==> src/sv/periodic_task_release_table_defines.svh <==
// Assertion macros for the periodic task release table.
`ifndef PERIODIC_TASK_RELEASE_TABLE_DEFINES_SVH
`define PERIODIC_TASK_RELEASE_TABLE_DEFINES_SVH

// Same-cycle implication, disabled in reset.
`define PRT_ASSERT_IMPL(lbl, clk, rst, ante, cons) \
  lbl: assert property (@(posedge clk) disable iff (rst) (ante) |-> (cons)) \
    else $error("prt assertion failed");

// Next-cycle implication, disabled in reset.
`define PRT_ASSERT_NEXT(lbl, clk, rst, ante, cons) \
  lbl: assert property (@(posedge clk) disable iff (rst) (ante) |=> (cons)) \
    else $error("prt assertion failed");

`endif

==> src/sv/prt_pkg.sv <==
`default_nettype none
package prt_pkg;

  localparam int MAX_TASKS = 16;
  localparam int IDX_W     = (MAX_TASKS > 1) ? $clog2(MAX_TASKS) : 1;
  localparam int CNT_W     = $clog2(MAX_TASKS + 1);

  localparam logic [1:0] MODE_TICK     = 2'd0;
  localparam logic [1:0] MODE_CREATE   = 2'd1;
  localparam logic [1:0] MODE_DELETE   = 2'd2;
  localparam logic [1:0] MODE_DISPATCH = 2'd3;

  typedef enum logic [1:0] {
    ST_WAITING = 2'd0,
    ST_READY   = 2'd1,
    ST_RUNNING = 2'd2,
    ST_DELETED = 2'd3
  } task_status_t;

  typedef enum logic [1:0] {
    FSM_IDLE,
    FSM_SCAN,
    FSM_FIN
  } fsm_state_t;

  typedef struct packed {
    logic [15:0]  handle;
    logic [7:0]   prio;
    logic [15:0]  period;
    logic [15:0]  next_release;
    task_status_t status;
  } entry_t;

  typedef struct packed {
    logic [1:0]  mode;
    logic [15:0] handle;
    logic [7:0]  prio;
    logic [15:0] period;
    logic [15:0] first;
  } op_t;

  // Per-step context seen by the update unit at the head of the ring.
  typedef struct packed {
    logic [IDX_W-1:0] idx;
    logic [CNT_W-1:0] used_count;
    logic [15:0]      tick;
    logic [7:0]       max_prio;
    logic             hit;
  } step_ctx_t;

endpackage
`default_nettype wire

==> src/sv/prt_cell.sv <==
`default_nettype none
module prt_cell (
  input  wire logic           clk,
  input  wire logic           rst,
  input  wire logic           shift,
  input  wire prt_pkg::entry_t ent_in,
  output prt_pkg::entry_t     ent
);

  always_ff @(posedge clk) begin
    if (rst) begin
      ent <= '{handle: '0, prio: '0, period: '0, next_release: '0,
               status: prt_pkg::ST_WAITING};
    end else if (shift) begin
      ent <= ent_in;
    end
  end

endmodule
`default_nettype wire

==> src/sv/prt_update.sv <==
`default_nettype none
module prt_update (
  input  wire prt_pkg::op_t       op,
  input  wire prt_pkg::step_ctx_t ctx,
  input  wire prt_pkg::entry_t    ent_in,
  output prt_pkg::entry_t         ent_out,
  output logic                    hit,
  output logic [7:0]              max_prio
);

  logic live;

  always_comb begin
    ent_out  = ent_in;
    hit      = 1'b0;
    max_prio = ctx.max_prio;
    live     = prt_pkg::CNT_W'(ctx.idx) < ctx.used_count;
    case (op.mode)
      prt_pkg::MODE_TICK: begin
        if (live && ent_in.status != prt_pkg::ST_DELETED) begin
          if (ent_in.next_release == ctx.tick) begin
            ent_out.next_release = ent_in.period + ctx.tick;
            ent_out.status       = prt_pkg::ST_READY;
            if (ent_in.prio > ctx.max_prio) begin
              max_prio = ent_in.prio;
            end
          end else begin
            ent_out.status = prt_pkg::ST_WAITING;
          end
        end
      end
      prt_pkg::MODE_CREATE: begin
        // idx never reaches MAX_TASKS, so a full table never matches;
        // used_count moves with idx after the write, so only the first match counts
        if (!ctx.hit && prt_pkg::CNT_W'(ctx.idx) == ctx.used_count) begin
          ent_out.handle       = op.handle;
          ent_out.prio         = op.prio;
          ent_out.period       = op.period;
          ent_out.next_release = op.first;
          ent_out.status       = prt_pkg::ST_WAITING;
          hit                  = 1'b1;
        end
      end
      prt_pkg::MODE_DELETE: begin
        if (live && ent_in.status != prt_pkg::ST_DELETED &&
            ent_in.handle == op.handle) begin
          ent_out.handle       = '0;
          ent_out.prio         = '0;
          ent_out.period       = '0;
          ent_out.next_release = '0;
          ent_out.status       = prt_pkg::ST_DELETED;
          hit                  = 1'b1;
        end
      end
      prt_pkg::MODE_DISPATCH: begin
        if (live && !ctx.hit && ent_in.status == prt_pkg::ST_READY &&
            ent_in.prio <= 8'(prt_pkg::MAX_TASKS)) begin
          ent_out.status = prt_pkg::ST_RUNNING;
          hit            = 1'b1;
        end
      end
      default: begin
        hit = 1'b0;
      end
    endcase
  end

endmodule
`default_nettype wire

==> src/sv/periodic_task_release_table.sv <==
// Channel | Handshake              | Payload
// --------+------------------------+------------------------------------------------
// in      | in_valid / in_stall    | mode, task_handle, task_prio, task_period,
//         |                        | first_release
// out     | out_valid / out_stall  | op_status, chosen_slot, chosen_handle,
//         |                        | ready_mask, highest_priority, tick_now
//
// Every item passes through an accept edge in IDLE, one full rotation of the entry
// ring through the update unit, and a finish cycle that loads the output register.
// The ring rotation dominates: one entry passes the head each cycle.
// Reset (rst, synchronous) clears all entries to zero/waiting and the counters.
// A stalled result sits in the output register; the next item may be accepted
// and scanned meanwhile, and its finish cycle waits until the register frees.
`default_nettype none
`include "periodic_task_release_table_defines.svh"
module periodic_task_release_table (
  input  wire logic        clk,
  input  wire logic        rst,
  input  wire logic        in_valid,
  output logic             in_stall,
  input  wire logic [1:0]  mode,
  input  wire logic [15:0] task_handle,
  input  wire logic [7:0]  task_prio,
  input  wire logic [15:0] task_period,
  input  wire logic [15:0] first_release,
  output logic             out_valid,
  input  wire logic        out_stall,
  output logic             op_status,
  output logic [3:0]       chosen_slot,
  output logic [15:0]      chosen_handle,
  output logic [15:0]      ready_mask,
  output logic [7:0]       highest_priority,
  output logic [15:0]      tick_now
);

  localparam int N = prt_pkg::MAX_TASKS;
  localparam logic [prt_pkg::IDX_W-1:0] LAST_IDX = prt_pkg::IDX_W'(N - 1);

  prt_pkg::fsm_state_t state, state_next;

  // Latched request and scan bookkeeping
  prt_pkg::op_t                op;
  logic [prt_pkg::IDX_W-1:0]   idx;
  logic [prt_pkg::CNT_W-1:0]   used_count;
  logic [7:0]                  max_prio;
  logic [15:0]                 tick_count;
  logic                        hit;
  logic [prt_pkg::IDX_W-1:0]   hit_slot;
  logic [15:0]                 hit_handle;

  logic accept;
  logic shift;
  logic load_out;
  logic scan_last;

  // Ring of cells: cell k takes from cell k+1, the last cell takes the
  // updated head entry, so a full rotation puts everything back in place.
  prt_pkg::entry_t ent [N];
  prt_pkg::entry_t head_new;
  prt_pkg::step_ctx_t ctx;
  logic step_hit;
  logic [7:0] step_max;

  genvar g;
  generate
    for (g = 0; g < N; g++) begin : g_cell
      if (g == N - 1) begin : g_tail
        prt_cell u_cell (
          .clk   (clk),
          .rst   (rst),
          .shift (shift),
          .ent_in(head_new),
          .ent   (ent[g])
        );
      end else begin : g_mid
        prt_cell u_cell (
          .clk   (clk),
          .rst   (rst),
          .shift (shift),
          .ent_in(ent[g+1]),
          .ent   (ent[g])
        );
      end
    end
  endgenerate

  assign ctx = '{idx: idx, used_count: used_count, tick: tick_count,
                 max_prio: max_prio, hit: hit};

  prt_update u_update (
    .op      (op),
    .ctx     (ctx),
    .ent_in  (ent[0]),
    .ent_out (head_new),
    .hit     (step_hit),
    .max_prio(step_max)
  );

  assign accept    = in_valid && !in_stall;
  assign scan_last = (state == prt_pkg::FSM_SCAN) && (idx == LAST_IDX);

  // Next state
  always_comb begin
    state_next = state;
    case (state)
      prt_pkg::FSM_IDLE: begin
        if (in_valid) begin
          state_next = prt_pkg::FSM_SCAN;
        end
      end
      prt_pkg::FSM_SCAN: begin
        if (idx == LAST_IDX) begin
          state_next = prt_pkg::FSM_FIN;
        end
      end
      prt_pkg::FSM_FIN: begin
        if (!out_valid || !out_stall) begin
          state_next = prt_pkg::FSM_IDLE;
        end
      end
      default: begin
        state_next = prt_pkg::FSM_IDLE;
      end
    endcase
  end

  // Control outputs
  always_comb begin
    in_stall = 1'b1;
    shift    = 1'b0;
    load_out = 1'b0;
    case (state)
      prt_pkg::FSM_IDLE: begin
        in_stall = 1'b0;
      end
      prt_pkg::FSM_SCAN: begin
        shift = 1'b1;
      end
      prt_pkg::FSM_FIN: begin
        load_out = !out_valid || !out_stall;
      end
      default: begin
        in_stall = 1'b1;
      end
    endcase
  end

  always_ff @(posedge clk) begin
    if (rst) begin
      state <= prt_pkg::FSM_IDLE;
    end else begin
      state <= state_next;
    end
  end

  // Request latch and scan state
  always_ff @(posedge clk) begin
    if (rst) begin
      idx        <= '0;
      used_count <= '0;
      max_prio   <= '0;
      tick_count <= '0;
      hit        <= 1'b0;
    end else if (accept) begin
      idx <= '0;
      hit <= 1'b0;
    end else if (shift) begin
      idx      <= idx + 1'b1;
      max_prio <= step_max;
      if (step_hit) begin
        hit <= 1'b1;
        if (op.mode == prt_pkg::MODE_CREATE) begin
          used_count <= used_count + 1'b1;
        end
      end
      if (scan_last && op.mode == prt_pkg::MODE_TICK) begin
        tick_count <= tick_count + 16'd1;
      end
    end
  end

  always_ff @(posedge clk) begin
    if (accept) begin
      op <= '{mode: mode, handle: task_handle, prio: task_prio,
              period: task_period, first: first_release};
    end
    // first hit wins; later delete hits do not matter for the result
    if (shift && step_hit && !hit) begin
      hit_slot   <= idx;
      hit_handle <= ent[0].handle;
    end
  end

  // Ready mask from the settled ring, slots 0 to 15 only
  logic [15:0] mask_now;
  generate
    for (g = 0; g < 16; g++) begin : g_mask
      if (g < N) begin : g_on
        assign mask_now[g] = (ent[g].status == prt_pkg::ST_READY);
      end else begin : g_off
        assign mask_now[g] = 1'b0;
      end
    end
  endgenerate

  // Output register
  always_ff @(posedge clk) begin
    if (rst) begin
      out_valid <= 1'b0;
    end else if (load_out) begin
      out_valid <= 1'b1;
    end else if (!out_stall) begin
      out_valid <= 1'b0;
    end
  end

  always_ff @(posedge clk) begin
    if (load_out) begin
      op_status        <= (op.mode == prt_pkg::MODE_TICK) ? 1'b0 : !hit;
      chosen_slot      <= (hit && (op.mode == prt_pkg::MODE_CREATE ||
                                   op.mode == prt_pkg::MODE_DISPATCH)) ?
                          4'(hit_slot) : 4'd0;
      chosen_handle    <= (hit && op.mode == prt_pkg::MODE_DISPATCH) ?
                          hit_handle : 16'd0;
      ready_mask       <= mask_now;
      highest_priority <= max_prio;
      tick_now         <= tick_count;
    end
  end

  `PRT_ASSERT_NEXT(a_accept_starts_scan, clk, rst, accept,
                   state == prt_pkg::FSM_SCAN && idx == '0)
  `PRT_ASSERT_NEXT(a_scan_ends_in_fin, clk, rst, scan_last,
                   state == prt_pkg::FSM_FIN)
  `PRT_ASSERT_IMPL(a_no_accept_in_scan, clk, rst, state == prt_pkg::FSM_SCAN,
                   in_stall)
  `PRT_ASSERT_IMPL(a_used_in_range, clk, rst, 1'b1,
                   used_count <= prt_pkg::CNT_W'(N))

endmodule
`default_nettype wire

==> config.mk <==
export PLATFORM = sky130hd
export DESIGN_NAME = periodic_task_release_table
export DESIGN_NICKNAME = d
export VERILOG_FILES = /design/src/sv/prt_pkg.sv /design/src/sv/prt_cell.sv /design/src/sv/prt_update.sv /design/src/sv/periodic_task_release_table.sv
export VERILOG_INCLUDE_DIRS = /design/src /design/src/sv
export SDC_FILE = /design/constraint.sdc
export NUM_CORES = 2
export LEC_CHECK = 0
export BUFFER_PORTS_ARGS = -buffer_cell sky130_fd_sc_hd__buf_2
export CORE_UTILIZATION = 65
export DETAILED_ROUTE_END_ITERATION = 8
export PLACE_DENSITY = 0.83
export SLEW_MARGIN = 20
export SYNTH_ARGS = -nofsm -noshare
export SYNTH_HDL_FRONTEND = slang
export SYNTH_SLANG_ARGS = --single-unit
==> constraint.sdc <==
create_clock -name clk -period 11 [get_ports clk]
set_clock_uncertainty 0.05 [all_clocks]
set_input_delay 1.1 -clock clk [delete_from_list [all_inputs] [get_ports clk]]
set_output_delay 1.1 -clock clk [all_outputs]
set_load 0.05 [all_outputs]
==> results.toml <==
[clock_tree]
cts_tree = "built"
clock_latency_ps = 660
cts_resized = 0
path_clk_slew_ps = 60
cts-buffers-inserted = 103
h-tree-depth = 3
cts.path.max_buffers = 3
cts-hold-fix-buffers = 0
clock-sinks = 1104
clock-root-buffer = "clkbuf_16"
cts_setup_buffers = 0

[die]
dieArea_um2 = 61800
io_pins = 125
die_x_um = 249
rows = 90
coreArea_um2 = 60200
initial_core_util = 0.656
fp.dieH_um = 249

[worst_hold_path]
hp-class = "reg -> reg"
min_from = "g_cell[5].g_mid.u_cell.ent[12]"
holdPathEnd = "g_cell[4].g_mid.u_cell.ent[12]"
hold-path-cell-count = 2

[placed_design]
dp_slack_ps = 7060
postPlaceCellArea_um2 = 40100
gp_congestion = 0.942
portBuffers = 124
placedCellCount = 5219
hpwl_um = 46100

[worst_setup_path]
rrSetupSlack_ps = 7330
startpoint = "state[0]"
worstPathMaxFanout = 253
worstSetupStartpointType = "flip-flop"
endpoint_kind = "flip-flop"
crit_type = "reg -> reg"
timing.rr.start = "state[0]"
cp.required_ps = 11500
cp.arrival_ps = 4170
r2r_end = "g_cell[9].g_mid.u_cell.ent[18]"
r2r_cells = 7

[timing]
final.setup.tns_ps = 0
setup_viol_count_final = 0
slew_viol_final = 0
fin_crit_sh = 0.334
hold_viol = 0
worst_slew_pin_slew_ps = 1280
max_freq_mhz = 272
grt_setup_unrepaired = "false"
fin_ws_ps = 7330
fin_crit_ps = 3670
relSlewSlack = 0.150

[drt]
wire_per_inst_um = 15.1
drt-pass1-iter-count = 6
routed_wl_um = 81700
dr_total_vias = 30105
ant_nets = 0
first_iter_violations = 3410
drc = 0
vias_per_cell = 5.56

[global_route]
grt_max_degree = 262
grt_overflow = 0
grt_usage = 0.256
grt_pass1_vias = 26586
grt_pass1_wl_um = 132000
antenna_found_initial = 2

[power_and_ir_drop]
power_mw = 8.15
p_per_area_nw_per_um2 = 186
power_leakage_nw = 14.8
irDropWorstVdd_uv = 138

[run]
drv_cap = 0

[layout]
fillers = 4264
final_cells = 5415
stdcell_area_um2 = 43800
synthToLayoutAreaGrowth_pct = 10.9
final_common_cell = "nand2_1"
layout_common_cells = "nand2_1, dfxtp_1, a21oi_1"
fin_nets = 4642
drive_gt1_frac = 0.0743

[synthesis]
syn_inst = 4625
async_flop_share = 0
syn-cell-area_um2 = 39500
synth_edf_count = 139
syn_area_per_cell_um2 = 8.55
ys_seq_area_frac = 0.594
synth_cell_types = 67
yosysWarningCount = 0
postSynthNetCount = 4722
synth-seq-cells = 1104
synthFlopType = "dfxtp_1"

[outcome]
status = "complete, no violations"
-- synth_stat cells (5+ instances only) --
cell type	instances	area share
inv_1	29	0.0028
nand3_1	12	0.0015
a21oi_1	896	0.11
nor2b_1	24	0.0038
and2_1	8	0.0013
xnor2_1	28	0.0062
nor2_1	101	0.0096
o21ai_0	12	0.0015
a221oi_1	53	0.012
mux2i_1	12	0.0030
dfxtp_1	965	0.49
edfxtp_1	139	0.11
a21o_1	8	0.0015
ha_1	34	0.011
buf_2	11	0.0014
o21a_1	6	0.0011
nor3_1	45	0.0057
a211oi_1	11	0.0021
clkbuf_1	318	0.030
xor2_1	32	0.0071
nand4_1	16	0.0025
nand2_1	1767	0.17
and3_1	20	0.0032
nand2b_1	5	0.00079
-- layer usage --
layer / part of all wire / global-route usage / vias to the layer above
li1: - / - / 15072
met1: 0.47 / 0.389 / 14018
met2: 0.44 / 0.377 / 892
met3: 0.068 / 0.0342 / 123
met4: 0.022 / 0.0799 / 0
met5: 0 / 0 / -
-- cell families after synthesis --
group           Yosys count  synth area share
flops                  1104             0.594
mux                      13           0.00332
fa+ha+maj                35            0.0113
compound gates         1026             0.141
xor+xnor                 61            0.0137
buf+inv                 365            0.0354
simple gates           2021             0.201
-- worst max-delay path, cell delays in order, from the launching register on --
cell	delay (ps)
dfxtp_1	470
nor2b_4	220
buf_12	570
buf_12	350
buf_16	480
buf_4	860
nand2_1	150
a21oi_1	150
-- stage by stage --
stage / utilization / hold slack (ps)
floorplan: - / 379
global placement: 0.666 / 386
detailed placement: 0.666 / 391
CTS: 0.726 / 366
global route: 0.728 / 396
finish: 0.728 / 372
-- how the worst max path moves through the flow --
stage / end / slack, ps / cells after the start
2_1_floorplan: chosen_handle[0] / 6360 / 1
3_3_place_gp: g_cell[15].g_tail.u_cell.ent[38] / 7020 / 4
3_5_place_dp: g_cell[15].g_tail.u_cell.ent[38] / 7060 / 4
4_1_cts: g_cell[6].g_mid.u_cell.ent[12] / 7150 / 6
5_1_grt: g_cell[0].g_mid.u_cell.ent[18] / 6890 / 7
6_report: g_cell[9].g_mid.u_cell.ent[18] / 7330 / 7
-- report_power, final --
group	leakage, nW	total (mW)	switching [mW]	internal (mW)
Clock	1.78	3.70	1.50	2.20
Combinational	3.93	0.307	0.250	0.0565
Sequential	9.07	4.14	0.0279	4.12
Total	14.8	8.15	1.78	6.37
-- flip-flops by register name, summed over array words and instances (netlist names) --
register                  flops
max_prio                      8
chosen_slot                   4
hit_handle                   16
hit_slot                      4
op_status                     1
chosen_handle                16
tick_now                     16
tick_count                   16
g_cell.g_tail.u_cell.ent     58
hit                           1
out_valid                     1
state                         2
idx                           4
op                           58
highest_priority              8
used_count                    5
ready_mask                   16
g_cell.g_mid.u_cell.ent     870
-- layout make-up --
cell class | instances | area [um^2] | area share
antenna | 1 | 2.50 | 0.0000571
multi-input combinational | 3156 | 14700 | 0.335
inverter | 29 | 109 | 0.00248
sequential | 1104 | 23500 | 0.536
clock buffer | 155 | 3110 | 0.0710
timing repair buffer | 151 | 972 | 0.0222
tap | 782 | 978 | 0.0223
clock inverter | 37 | 502 | 0.0114
Note: power is estimated with default switching activity, not from simulation.
